===== src/sv/rkd_pkg.sv =====
// ----------------------------------------------------------------------------
// rkd_pkg
// Shared types and constants for the RSA key DER encoder.
// ----------------------------------------------------------------------------
package rkd_pkg;

  localparam int unsigned ValW     = 64;
  localparam int unsigned ByteW    = 8;
  localparam int unsigned ValBytes = ValW / ByteW;
  localparam int unsigned CntW     = $clog2(ValBytes + 1);
  localparam int unsigned MaxWords = 50;
  localparam int unsigned WcntW    = $clog2(MaxWords + 1);
  localparam int unsigned LenW     = 7;
  localparam int unsigned SlotW    = 4;
  localparam int unsigned ZeroInts = 5;

  localparam logic [ByteW-1:0] TagSeq  = 8'h30;
  localparam logic [ByteW-1:0] TagInt  = 8'h02;
  localparam logic [ByteW-1:0] ZeroByt = 8'h00;

  // fixed content bytes besides the variable value bytes
  // public: two tag/len pairs; private: version int (3), three tag/len pairs,
  // and the zero INTEGERs (3 bytes each)
  localparam logic [LenW-1:0] PubOvh  = LenW'(4);
  localparam logic [LenW-1:0] PrivOvh = LenW'(3 + 3 * 2 + ZeroInts * 3);

  localparam logic [SlotW-1:0] PubLastSlot  = SlotW'(1);
  localparam logic [SlotW-1:0] PrivLastSlot = SlotW'(3 + ZeroInts);

  typedef enum logic [1:0] {
    SRC_ZERO,
    SRC_N,
    SRC_E,
    SRC_D
  } src_e;

  typedef enum logic [2:0] {
    ST_IDLE,
    ST_NORM,
    ST_HDR_TAG,
    ST_HDR_LEN,
    ST_INT_TAG,
    ST_INT_LEN,
    ST_INT_PAD,
    ST_INT_DATA
  } state_e;

  typedef struct packed {
    logic            busy;
    logic [CntW-1:0] cnt;   // significant bytes left
    logic            pad;   // leading 0x00 needed (top bit set, or value zero)
  } norm_st_t;

  function automatic src_e slot_src(input logic priv, input logic [SlotW-1:0] idx);
    src_e src;
    src = SRC_ZERO;
    if (!priv) begin
      src = (idx == '0) ? SRC_N : SRC_E;
    end else begin
      unique case (idx)
        SlotW'(0): src = SRC_ZERO;
        SlotW'(1): src = SRC_N;
        SlotW'(2): src = SRC_E;
        SlotW'(3): src = SRC_D;
        default:   src = SRC_ZERO;
      endcase
    end
    return src;
  endfunction

  function automatic logic [CntW-1:0] int_len(input norm_st_t st);
    return st.cnt + CntW'(st.pad);
  endfunction

endpackage


===== src/sv/rkd_if.sv =====
// ----------------------------------------------------------------------------
// rkd_in_if / rkd_out_if
// Valid/ready channels of the RSA key DER encoder.
// ----------------------------------------------------------------------------
interface rkd_in_if;
  logic                       valid;
  logic                       ready;
  logic                       action;
  logic [rkd_pkg::ValW-1:0]   modulus;
  logic [rkd_pkg::ValW-1:0]   public_exponent;
  logic [rkd_pkg::ValW-1:0]   private_exponent;

  modport source (output valid, action, modulus, public_exponent, private_exponent,
                  input ready);
  modport sink   (input valid, action, modulus, public_exponent, private_exponent,
                  output ready);
endinterface

interface rkd_out_if;
  logic                       valid;
  logic                       ready;
  logic [rkd_pkg::ByteW-1:0]  data_byte;
  logic                       last_byte;

  modport source (output valid, data_byte, last_byte, input ready);
  modport sink   (input valid, data_byte, last_byte, output ready);
endinterface


===== src/sv/rsa_key_der_encoder.sv =====
// ----------------------------------------------------------------------------
// rsa_key_der_encoder
// Streams the DER encoding of an RSA public or private key, one byte a word.
// ----------------------------------------------------------------------------
// Input channel in_i takes one key word: action (0 public, 1 private),
// modulus, public and private exponent. Output channel out_o returns the
// encoding one byte per word, last_byte marking the final one; encodings
// longer than 50 bytes are cut at 50 with last_byte on the 50th.
// After acceptance three byte-serial normalizers strip leading zero bytes,
// one byte per cycle. Then the sequencer emits one byte per cycle into the
// output register whenever that register can take a byte; the normalizer
// scan and the single byte-wide output register limit the key throughput.
// in_i.ready is high only while the sequencer is idle; the last byte of an
// item may still wait in the output register when the next key is taken.
// When out_o.ready is low the output register holds and the sequencer waits.
// Reset clears the sequencer and the output valid; no result is pending.
// ----------------------------------------------------------------------------
module rsa_key_der_encoder (
  input  logic        clk_i,
  input  logic        rst_ni,
  rkd_in_if.sink      in_i,
  rkd_out_if.source   out_o
);

  rkd_pkg::state_e               state_q, state_d;
  logic                          action_q, action_d;
  logic [rkd_pkg::SlotW-1:0]     slot_q, slot_d;
  logic [rkd_pkg::CntW-1:0]      rem_q, rem_d;
  logic [rkd_pkg::WcntW-1:0]     wcnt_q, wcnt_d;
  logic                          out_valid_q, out_valid_d;
  logic [rkd_pkg::ByteW-1:0]     data_q, data_d;
  logic                          last_q, last_d;

  rkd_pkg::norm_st_t             st_n, st_e, st_d;
  logic [rkd_pkg::ByteW-1:0]     byte_n, byte_e, byte_d;
  logic                          start, pop, pop_n, pop_e, pop_d;

  rkd_pkg::src_e                 src;
  rkd_pkg::norm_st_t             sel_st;
  logic [rkd_pkg::ByteW-1:0]     sel_byte;
  logic [rkd_pkg::LenW-1:0]      len_sum;
  logic [rkd_pkg::SlotW-1:0]     last_slot;
  logic                          emit, word, int_end, fin, sat;
  logic [rkd_pkg::ByteW-1:0]     wbyte;

  rkd_norm u_norm_n (
    .clk_i, .rst_ni, .start_i(start), .value_i(in_i.modulus),
    .pop_i(pop_n), .st_o(st_n), .byte_o(byte_n)
  );

  rkd_norm u_norm_e (
    .clk_i, .rst_ni, .start_i(start), .value_i(in_i.public_exponent),
    .pop_i(pop_e), .st_o(st_e), .byte_o(byte_e)
  );

  rkd_norm u_norm_d (
    .clk_i, .rst_ni, .start_i(start), .value_i(in_i.private_exponent),
    .pop_i(pop_d), .st_o(st_d), .byte_o(byte_d)
  );

  assign src = rkd_pkg::slot_src(action_q, slot_q);

  always_comb begin
    case (src)
      rkd_pkg::SRC_N: begin
        sel_st   = st_n;
        sel_byte = byte_n;
      end
      rkd_pkg::SRC_E: begin
        sel_st   = st_e;
        sel_byte = byte_e;
      end
      rkd_pkg::SRC_D: begin
        sel_st   = st_d;
        sel_byte = byte_d;
      end
      default: begin
        sel_st   = '{busy: 1'b0, cnt: '0, pad: 1'b1};
        sel_byte = rkd_pkg::ZeroByt;
      end
    endcase
  end

  always_comb begin
    len_sum = rkd_pkg::LenW'(rkd_pkg::int_len(st_n)) + rkd_pkg::LenW'(rkd_pkg::int_len(st_e));
    if (action_q) begin
      len_sum = len_sum + rkd_pkg::LenW'(rkd_pkg::int_len(st_d)) + rkd_pkg::PrivOvh;
    end else begin
      len_sum = len_sum + rkd_pkg::PubOvh;
    end
  end

  assign last_slot = action_q ? rkd_pkg::PrivLastSlot : rkd_pkg::PubLastSlot;
  assign emit      = !out_valid_q || out_o.ready;
  assign sat       = (wcnt_q == rkd_pkg::WcntW'(rkd_pkg::MaxWords - 1));
  assign pop_n     = pop && (src == rkd_pkg::SRC_N);
  assign pop_e     = pop && (src == rkd_pkg::SRC_E);
  assign pop_d     = pop && (src == rkd_pkg::SRC_D);

  always_comb begin
    state_d     = state_q;
    action_d    = action_q;
    slot_d      = slot_q;
    rem_d       = rem_q;
    wcnt_d      = wcnt_q;
    out_valid_d = out_valid_q && !out_o.ready;
    data_d      = data_q;
    last_d      = last_q;
    start       = 1'b0;
    pop         = 1'b0;
    word        = 1'b0;
    int_end     = 1'b0;
    fin         = 1'b0;
    wbyte       = rkd_pkg::ZeroByt;

    unique case (state_q)
      rkd_pkg::ST_IDLE: begin
        if (in_i.valid) begin
          start    = 1'b1;
          action_d = in_i.action;
          slot_d   = '0;
          wcnt_d   = '0;
          state_d  = rkd_pkg::ST_NORM;
        end
      end
      rkd_pkg::ST_NORM: begin
        if (!(st_n.busy || st_e.busy || st_d.busy)) begin
          state_d = rkd_pkg::ST_HDR_TAG;
        end
      end
      rkd_pkg::ST_HDR_TAG: begin
        if (emit) begin
          word    = 1'b1;
          wbyte   = rkd_pkg::TagSeq;
          state_d = rkd_pkg::ST_HDR_LEN;
        end
      end
      rkd_pkg::ST_HDR_LEN: begin
        if (emit) begin
          word    = 1'b1;
          wbyte   = {1'b0, len_sum};
          state_d = rkd_pkg::ST_INT_TAG;
        end
      end
      rkd_pkg::ST_INT_TAG: begin
        if (emit) begin
          word    = 1'b1;
          wbyte   = rkd_pkg::TagInt;
          state_d = rkd_pkg::ST_INT_LEN;
        end
      end
      rkd_pkg::ST_INT_LEN: begin
        if (emit) begin
          word    = 1'b1;
          wbyte   = rkd_pkg::ByteW'(rkd_pkg::int_len(sel_st));
          rem_d   = sel_st.cnt;
          state_d = sel_st.pad ? rkd_pkg::ST_INT_PAD : rkd_pkg::ST_INT_DATA;
        end
      end
      rkd_pkg::ST_INT_PAD: begin
        if (emit) begin
          word    = 1'b1;
          wbyte   = rkd_pkg::ZeroByt;
          int_end = (rem_q == '0);   // zero value: the pad is the whole body
          state_d = rkd_pkg::ST_INT_DATA;
        end
      end
      rkd_pkg::ST_INT_DATA: begin
        if (emit) begin
          word    = 1'b1;
          wbyte   = sel_byte;
          pop     = 1'b1;
          rem_d   = rem_q - 1'b1;
          int_end = (rem_q == rkd_pkg::CntW'(1));
        end
      end
      default: state_d = rkd_pkg::ST_IDLE;
    endcase

    if (word) begin
      fin         = sat || (int_end && slot_q == last_slot);
      out_valid_d = 1'b1;
      data_d      = wbyte;
      last_d      = fin;
      wcnt_d      = wcnt_q + 1'b1;
      if (fin) begin
        state_d = rkd_pkg::ST_IDLE;
      end else if (int_end) begin
        slot_d  = slot_q + 1'b1;
        state_d = rkd_pkg::ST_INT_TAG;
      end
    end
  end

  always_ff @(posedge clk_i or negedge rst_ni) begin
    if (!rst_ni) begin
      state_q     <= rkd_pkg::ST_IDLE;
      action_q    <= 1'b0;
      slot_q      <= '0;
      rem_q       <= '0;
      wcnt_q      <= '0;
      out_valid_q <= 1'b0;
    end else begin
      state_q     <= state_d;
      action_q    <= action_d;
      slot_q      <= slot_d;
      rem_q       <= rem_d;
      wcnt_q      <= wcnt_d;
      out_valid_q <= out_valid_d;
    end
  end

  always_ff @(posedge clk_i) begin
    data_q <= data_d;
    last_q <= last_d;
  end

  assign in_i.ready      = (state_q == rkd_pkg::ST_IDLE);
  assign out_o.valid     = out_valid_q;
  assign out_o.data_byte = data_q;
  assign out_o.last_byte = last_q;

`ifndef ASSERT_OFF
  a_accept_norm: assert property (@(posedge clk_i) disable iff (!rst_ni)
    (in_i.valid && in_i.ready) |=> state_q == rkd_pkg::ST_NORM)
    else $error("accepted key did not start normalizing");

  a_pop_ready: assert property (@(posedge clk_i) disable iff (!rst_ni)
    (pop_n || pop_e || pop_d) |-> !(st_n.busy || st_e.busy || st_d.busy))
    else $error("byte popped from a normalizer still scanning");

  a_wcnt_max: assert property (@(posedge clk_i) disable iff (!rst_ni)
    wcnt_q <= rkd_pkg::WcntW'(rkd_pkg::MaxWords))
    else $error("word count beyond limit");

  a_fin_idle: assert property (@(posedge clk_i) disable iff (!rst_ni)
    (word && fin) |=> (state_q == rkd_pkg::ST_IDLE && out_o.valid && out_o.last_byte))
    else $error("final word did not end the item");
`endif

endmodule


===== src/sv/rkd_norm.sv =====
// ----------------------------------------------------------------------------
// rkd_norm
// Byte-serial normalizer: strips leading zero bytes, then shifts the value
// out MSB byte first.
// ----------------------------------------------------------------------------
module rkd_norm (
  input  logic                       clk_i,
  input  logic                       rst_ni,
  input  logic                       start_i,
  input  logic [rkd_pkg::ValW-1:0]   value_i,
  input  logic                       pop_i,
  output rkd_pkg::norm_st_t          st_o,
  output logic [rkd_pkg::ByteW-1:0]  byte_o
);

  logic [rkd_pkg::ValW-1:0] sh_q, sh_d;
  logic [rkd_pkg::CntW-1:0] cnt_q, cnt_d;
  logic                     busy_q, busy_d;
  logic [rkd_pkg::ByteW-1:0] top;

  assign top = sh_q[rkd_pkg::ValW-1 -: rkd_pkg::ByteW];

  always_comb begin
    sh_d   = sh_q;
    cnt_d  = cnt_q;
    busy_d = busy_q;
    if (start_i) begin
      sh_d   = value_i;
      cnt_d  = rkd_pkg::CntW'(rkd_pkg::ValBytes);
      busy_d = 1'b1;
    end else if (busy_q) begin
      if (cnt_q == '0 || top != '0) begin
        busy_d = 1'b0;
      end else begin
        sh_d  = sh_q << rkd_pkg::ByteW;
        cnt_d = cnt_q - 1'b1;
      end
    end else if (pop_i) begin
      sh_d  = sh_q << rkd_pkg::ByteW;
      cnt_d = cnt_q - 1'b1;
    end
  end

  always_ff @(posedge clk_i or negedge rst_ni) begin
    if (!rst_ni) begin
      busy_q <= 1'b0;
      cnt_q  <= '0;
    end else begin
      busy_q <= busy_d;
      cnt_q  <= cnt_d;
    end
  end

  always_ff @(posedge clk_i) begin
    sh_q <= sh_d;
  end

  assign st_o.busy = busy_q;
  assign st_o.cnt  = cnt_q;
  assign st_o.pad  = (cnt_q == '0) || top[rkd_pkg::ByteW-1];
  assign byte_o    = top;

endmodule


===== src/flat_wrapper.sv =====
// flat-port wrapper written by rule: the top's interface ports become plain ports
module rsa_key_der_encoder_flat 
  (clk_i, rst_ni, in_i_valid, in_i_action, in_i_modulus, in_i_public_exponent, in_i_private_exponent, in_i_ready, out_o_valid, out_o_data_byte, out_o_last_byte, out_o_ready);
  rkd_in_if in_i_i ();
  rkd_out_if out_o_i ();
  input  logic clk_i;
  input  logic rst_ni;
  input wire logic [$bits(in_i_i.valid)-1:0] in_i_valid;
  input wire logic [$bits(in_i_i.action)-1:0] in_i_action;
  input wire logic [$bits(in_i_i.modulus)-1:0] in_i_modulus;
  input wire logic [$bits(in_i_i.public_exponent)-1:0] in_i_public_exponent;
  input wire logic [$bits(in_i_i.private_exponent)-1:0] in_i_private_exponent;
  output wire logic [$bits(in_i_i.ready)-1:0] in_i_ready;
  output wire logic [$bits(out_o_i.valid)-1:0] out_o_valid;
  output wire logic [$bits(out_o_i.data_byte)-1:0] out_o_data_byte;
  output wire logic [$bits(out_o_i.last_byte)-1:0] out_o_last_byte;
  input wire logic [$bits(out_o_i.ready)-1:0] out_o_ready;
  assign in_i_i.valid = in_i_valid;
  assign in_i_i.action = in_i_action;
  assign in_i_i.modulus = in_i_modulus;
  assign in_i_i.public_exponent = in_i_public_exponent;
  assign in_i_i.private_exponent = in_i_private_exponent;
  assign in_i_ready = in_i_i.ready;
  assign out_o_valid = out_o_i.valid;
  assign out_o_data_byte = out_o_i.data_byte;
  assign out_o_last_byte = out_o_i.last_byte;
  assign out_o_i.ready = out_o_ready;
  rsa_key_der_encoder u_core (.clk_i(clk_i), .rst_ni(rst_ni), .in_i(in_i_i), .out_o(out_o_i));
endmodule

===== config.mk =====
export PLATFORM = sky130hd
export DESIGN_NAME = rsa_key_der_encoder_flat
export DESIGN_NICKNAME = d
export VERILOG_FILES = /design/src/sv/rkd_pkg.sv /design/src/sv/rkd_if.sv /design/src/sv/rsa_key_der_encoder.sv /design/src/sv/rkd_norm.sv /design/src/flat_wrapper.sv
export SDC_FILE = /design/constraint.sdc
export NUM_CORES = 1
export LEC_CHECK = 0
export BUFFER_PORTS_ARGS = -buffer_cell sky130_fd_sc_hd__buf_2
export CAP_MARGIN = 30
export CORE_MARGIN = 10
export CORE_UTILIZATION = 25
export CTS_BUF_LIST = sky130_fd_sc_hd__clkbuf_4 sky130_fd_sc_hd__clkbuf_8 sky130_fd_sc_hd__clkbuf_16
export DETAILED_ROUTE_END_ITERATION = 7
export SETUP_SLACK_MARGIN = 0.05
export SYNTH_ARGS = -nofsm -noshare
export SYNTH_HDL_FRONTEND = slang
export SYNTH_SLANG_ARGS = --single-unit

===== constraint.sdc =====
create_clock -name clk_i -period 5.2 [get_ports clk_i]
set_clock_uncertainty 0.05 [all_clocks]
set_input_delay 0.26 -clock clk_i [delete_from_list [all_inputs] [get_ports clk_i]]
set_output_delay 0.26 -clock clk_i [all_outputs]
set_load 0.01 [all_outputs]

# [Word level (Yosys, flattened, before mapping)]
# Index checks and enable logic that the tools add are counted.
[classes] n_reduce_logical=39 eq_ne=21 mux=78 n_addsub=14
[ops] operator="$mux 64" n=12
[ops] operator="$mux 4" n=21
[ops] operator="$pmux 8 s5" n=1
[ops] operator="$mux 3" n=10
[ops] operator="$mux 6" n=4
[ops] operator="$pmux 8 s3" n=1
[ops] operator="$reduce_bool 8->1" n=3
[ops] operator="$pmux 3 s7" n=1
[ops] operator="$logic_not 4->1" n=5
[ops] operator="$mux 1" n=18
[ops] operator="$add 4x1->4" n=4
[ops] operator="$sub 4x1->4 const B" n=4
[ops] operator="$pmux 5 s3" n=1
[ops] operator="$mux 7" n=2
[ops] operator="$eq 3x3->1 const B" n=4
[ops] operator="$logic_or 1x1->1" n=10
[ops] operator="$reduce_and 2->1" n=5
[ops] operator="$ne 3x2->1 const B" n=3
[ops] operator="$reduce_bool 3->1" n=3
[ops] operator="$eq 4x1->1 const B" n=2
[ops] operator="$eq 4x2->1 const B" n=2
[ops] operator="$mux 8" n=1
[ops] operator="$pmux 4 s2" n=1
[ops] operator="$add 7x3->7 const B" n=1
[ops] operator="other kinds (21)" n=33
[totals] regBits=235 output_inout_bits=11

# [Depth between registers and ports, before layout]
[logic_depth] depth_word=11 ltp_mapped=20 depth_no_buf=20

# [Cells and area by module]
# A second synthesis with hierarchy kept.
[unflattened] cells_unflattened=840 hier_area_um2=11813.8
[modules_own_cells] module="rkd_norm" cells_per_inst=177 n_inst=3 area_per_inst_um2=3057.9
[modules_own_cells] module="rsa_key_der_encoder" cells_per_inst=309 n_inst=1 area_per_inst_um2=2640.0

# [Least setup slack after synthesis]
# Ideal clock, no wire load.
[synth_timing] path_type="reg2reg" start="register u_core.u_norm_n.cnt_q[1] (netlist bit)" end="register u_core.data_q, in the netlist u_core.out_o.data_byte[5], data pin" slack_ns=1.191 period_less_slack_ns=4.009 n_path_buf=0 required_ns=4.893 setup_time_ns=0.257 t_arrival_ns=3.703 stages_incl_launch_ff=21 cell_sequence="dfrtp_1 inv_1 ha_1 a21oi_1 inv_1 ha_1 ha_1 ha_1 a21o_1 a21oi_1 xnor2_1 inv_1 ha_1 inv_1 ha_1 a21o_1 a21oi_1 xnor2_1 nand2_1 o211ai_1 a32o_1"
[synth_between] elab_chain_cells=9 word_cells_on_any_way=10
[synth_rtl] item="start, declared" line_no="rkd_norm.sv:17" source="logic [rkd_pkg::CntW-1:0] cnt_q, cnt_d;"
[synth_rtl] item="start signal, assigned" line_no="rkd_norm.sv:50" source="cnt_q <= cnt_d;"
[synth_rtl] item="$logic_not 4->1" line_no="rkd_norm.sv:60" source="assign st_o.pad = (cnt_q == '0) || top[rkd_pkg::ByteW-1];"
[synth_rtl] item="$logic_or 1x1->1" line_no="rkd_norm.sv:60"
[synth_rtl] item="$add 4x1->4 (*)" line_no="rkd_pkg.sv:72" source="return st.cnt + CntW'(st.pad);"
[synth_rtl] item="$add 4x4->5 (*)" line_no="rsa_key_der_encoder.sv:85" source="len_sum = rkd_pkg::LenW'(rkd_pkg::int_len(st_n)) + rkd_pkg::LenW'(rkd_pkg::int_len(st_e));"
[synth_rtl] item="$add 7x4->7" line_no="rsa_key_der_encoder.sv:87" source="len_sum = len_sum + rkd_pkg::LenW'(rkd_pkg::int_len(st_d)) + rkd_pkg::PrivOvh;"
[synth_rtl] item="$add 7x5->7" line_no="rsa_key_der_encoder.sv:87"
[synth_rtl] item="$mux 7 (*)" line_no="rsa_key_der_encoder.sv:86" source="if (action_q) begin"
[synth_rtl] item="$mux 7 (*)" line_no="rsa_key_der_encoder.sv:139" source="if (emit) begin"
[synth_rtl] item="$pmux 8 s5 (*)" line_no="rsa_key_der_encoder.sv:116" source="unique case (state_q)"
[synth_rtl] item="via u_core.wbyte, one bit" line_no="rsa_key_der_encoder.sv:44" source="logic [rkd_pkg::ByteW-1:0] wbyte;"
[synth_rtl] item="end signal, assigned" line_no="rsa_key_der_encoder.sv:214" source="data_q <= data_d;"
[synth_rtl] item="end, declared" line_no="rsa_key_der_encoder.sv:31" source="logic [rkd_pkg::ByteW-1:0] data_q, data_d;"
# Mark *: on every way through the listed nets, which the timed path passes. The rest lies on a longest branch.
# A chain may end at the register's enable or synchronous reset.

# [Final worst setup path]
# Same ends and word-level chain as after synthesis.

==> impl_metrics.json <==
{
  "status": "complete, no violations",
  "setup_ws_ns": 0.6929,
  "setup_tns_ns": 0,
  "dr_wl_met2_mm": 15.96,
  "postCtsSetupRepairBufs": 0,
  "dr.pass1.iters": 5,
  "r2r-start": "u_core.u_norm_n.cnt_q[1]$_DFFE_PN0P_",
  "drc": 0,
  "finalInstanceArea_sq_mm": 0.01584,
  "synth_most_common_cell": "nand2_1",
  "drt-vias-per-instance": 4.374,
  "r2r_end": "u_core.out_o.data_byte[5]$_DFFE_PP_",
  "wire_per_inst_microns": 16.08,
  "die_h_microns": 232.8,
  "io_pins": 208,
  "ir_drop_mv": 0.3255,
  "critPathArrivalTime_ns": 4.78,
  "period_minus_slack_ns": 4.507,
  "dpl_cell_area_sq_mm": 0.01295,
  "start_kind": "flop",
  "cpMostUsedCell": "ha_1",
  "cp-endpoint": "u_core.out_o.data_byte[5]$_DFFE_PP_",
  "synth_area_leaders": "edfxtp_1 53%, nand2_1 18%, dfrtp_1 7.5%",
  "die_width_microns": 232.8,
  "yosysTopAreaCell": "edfxtp_1",
  "die-area_sq_mm": 0.05418,
  "groute.usage.overall_pct": 12.43,
  "num_rows": 77,
  "nets": 1763,
  "synth_top_area_share_pct": 53.33,
  "synth_fp_nets": 1377,
  "grt_pass1_wl_mm": 53.98,
  "hold_violations": 0,
  "coreArea_sq_mm": 0.04451,
  "first_iter_violations": 728,
  "clk_pin_slew_ns": 0.05,
  "powerDensity_mw_per_mm2": 451.8,
  "fillers": 4430,
  "maxCapViolCount": 0,
  "yosys_warnings": 0,
  "hold_class": "in -> reg",
  "top_layer": "met4",
  "grt_setup_unrepaired": "false",
  "drive_above_1_share_pct": 17.62,
  "met3_length_mm": 2.724,
  "r2r_setup_slack_ns": 0.69,
  "insertion_delay_ns": 0.59,
  "overflow": 0,
  "grt_pass1_vias": 9807,
  "critPathKind": "reg -> reg",
  "start_util_pct": 25.43,
  "grt_max_degree": 151,
  "clockBufferDepth": 3,
  "p_total_w": 0.007158,
  "yosys.cell_types.count": 63,
  "cts_hold_buf": 194,
  "ys_ff_latch": 235,
  "post-route-period-util_pct": 86.67,
  "synth_ff_type": "edfxtp_1",
  "ys_seq_area_share_pct": 60.85,
  "syn2layout_area_growth_pct": 39.99,
  "grt_antenna_before_repair": 3,
  "wl_met1_mm": 14.80,
  "drt-total-wl_mm": 34.48,
  "synth_edf_count": 201,
  "io_buffers": 207,
  "clock_sinks": 235,
  "max-slew-margin-rel_pct": 40.32,
  "async_flop_share_pct": 14.47,
  "hpwl_mm": 22.63,
  "syn_avg_cell_area_sq_um": 9.893,
  "ff2ff_path_depth": 20,
  "via_count": 9378,
  "syn_area_sq_mm": 0.01132,
  "max_slew.worst_pin.slew_ns": 0.8952,
  "cts.htree.levels": 1,
  "worstSetupEndpointType": "flop",
  "crit_slowest_cell": "dfrtp_1",
  "cts-root-buf": "clkbuf_16",
  "numCtsBuffers": 30,
  "leakage_nw": 6.863,
  "cp-startpoint": "u_core.u_norm_n.cnt_q[1]$_DFFE_PN0P_",
  "cts_tree": "done",
  "place.gp.congestion": 0.8877,
  "synth_cells": 1144,
  "ctsResizeCount": 0,
  "critical_path.cell_chain": "inv_1, ha_1, a21oi_1, inv_1, ha_1, ha_1, ha_1, a21o_1, a21oi_1, xnor2_1, inv_1, ha_1, inv_1, ha_1, a21o_1, a21oi_1, xnor2_1, nand2_1, o211ai_1, a32o_1",
  "cp_slowest_stage_delay_ns": 0.45,
  "worstPathMaxFanout": 6,
  "synth_common_cells": "530 x nand2_1, 201 x edfxtp_1, 44 x clkbuf_1",
  "final_max_slew_viol_count": 0,
  "setup_violations": 0,
  "timing.fmax_ghz": 0.2219,
  "crit_required_ns": 5.47,
  "antenna_left": 0,
  "place_ws_ns": 0.7322
}
-- cells by family after synthesis --
kind of cell	count (synthesis)	share of synthesized area [%]
fa+ha+maj	36	4.113
mux	5	0.5970
compound gates	104	5.981
xor+xnor	21	1.625
simple gates	660	23.85
flops	235	60.85
buf+inv	83	2.985
-- stage by stage --
step                      instances  util [%]  hold slack (ns)
after floorplan                1144         -         -0.08559
after CTS                      2140     35.53          0.08169
after global routing           2144     35.59           0.1375
after global placement         1895     29.09           0.3546
after detailed placement       1895     29.09           0.3621
final                          2144     35.59           0.1465
-- area by class of cell --
class	instances	area, sq um	area share (%)
inverter	27	101.3	0.6397
antenna	3	7.507	0.04739
tap	592	740.7	4.675
clock buffer	39	818.3	5.165
clock inverter	12	107.6	0.6792
timing repair buffer	410	3070	19.38
sequential	235	6887	43.47
multi-input combinational	826	4110	25.94
-- how the worst min path moves through the flow --
stage                     start  depth (start not counted)                            to  slack [ns]
finish              out_o_ready                          4   u_core.state_q[1]$_DFF_PN0_        0.15
global route        out_o_ready                          4   u_core.state_q[1]$_DFF_PN0_        0.14
CTS                 out_o_ready                          4   u_core.state_q[1]$_DFF_PN0_        0.08
detailed placement       rst_ni                          1  u_core.wcnt_q[4]$_DFFE_PN0P_        0.36
global placement         rst_ni                          1  u_core.wcnt_q[4]$_DFFE_PN0P_        0.35
floorplan                rst_ni                          0   u_core.action_q$_DFFE_PN0P_       -0.09
-- state kept, by name (all words and copies together), names as in the netlist --
signal and cells:
u_core.out_o.data_byte 8, u_core.state_q 3, u_core.action_q 1, u_core.u_norm_n.cnt_q 4, u_core.u_norm_d.busy_q 1, u_core.u_norm_d.cnt_q 4
u_core.u_norm_e.busy_q 1, u_core.slot_q 4, u_core.u_norm_e.sh_q 64, u_core.out_o.valid 1, u_core.rem_q 4, u_core.u_norm_n.busy_q 1
u_core.u_norm_e.cnt_q 4, u_core.u_norm_d.sh_q 64, u_core.u_norm_n.sh_q 64, u_core.wcnt_q 6, u_core.out_o.last_byte 1
-- report_power, final --
group / internal (W) / total [W] / switching (W)
Clock: 0.00115 / 0.00195 / 0.000802
Combinational: 0.00108 / 0.00255 / 0.00147
Sequential: 0.00241 / 0.00266 / 0.000249
-- routing by layer --
| layer | vias up | GRT usage, % |
|---|---|---|
| met5 | - | 0 |
| met4 | 0 | 3.611 |
| met3 | 68 | 4.076 |
| met2 | 328 | 20.00 |
| met1 | 4360 | 15.62 |
| li1 | 4622 | - |
-- worst max-delay path: cells and delay by family, from the launching register on --
kind	cells	cell delay, ns
fa+ha+maj	6	1.69
compound gates	7	1.41
buf+inv	4	0.30
flops	1	0.45
xor+xnor	2	0.29
simple gates	1	0.07
-- placed cells by master, fill, tap and decap left out, types with 9 or more instances in the layout --
master and n:
clkbuf_4 9, ha_1 34, and2_1 25, nand3_1 18
nor2_1 38, a21oi_1 23, inv_1 25, nand2_1 530
buf_2 207, xor2_1 11, dlygate4sd3_1 194, o21ai_0 28
dfrtp_1 34, nor3_1 9, clkbuf_16 30, a22oi_1 11
edfxtp_1 201, xnor2_1 10
No activity file was read; power rests on OpenSTA's default activity.
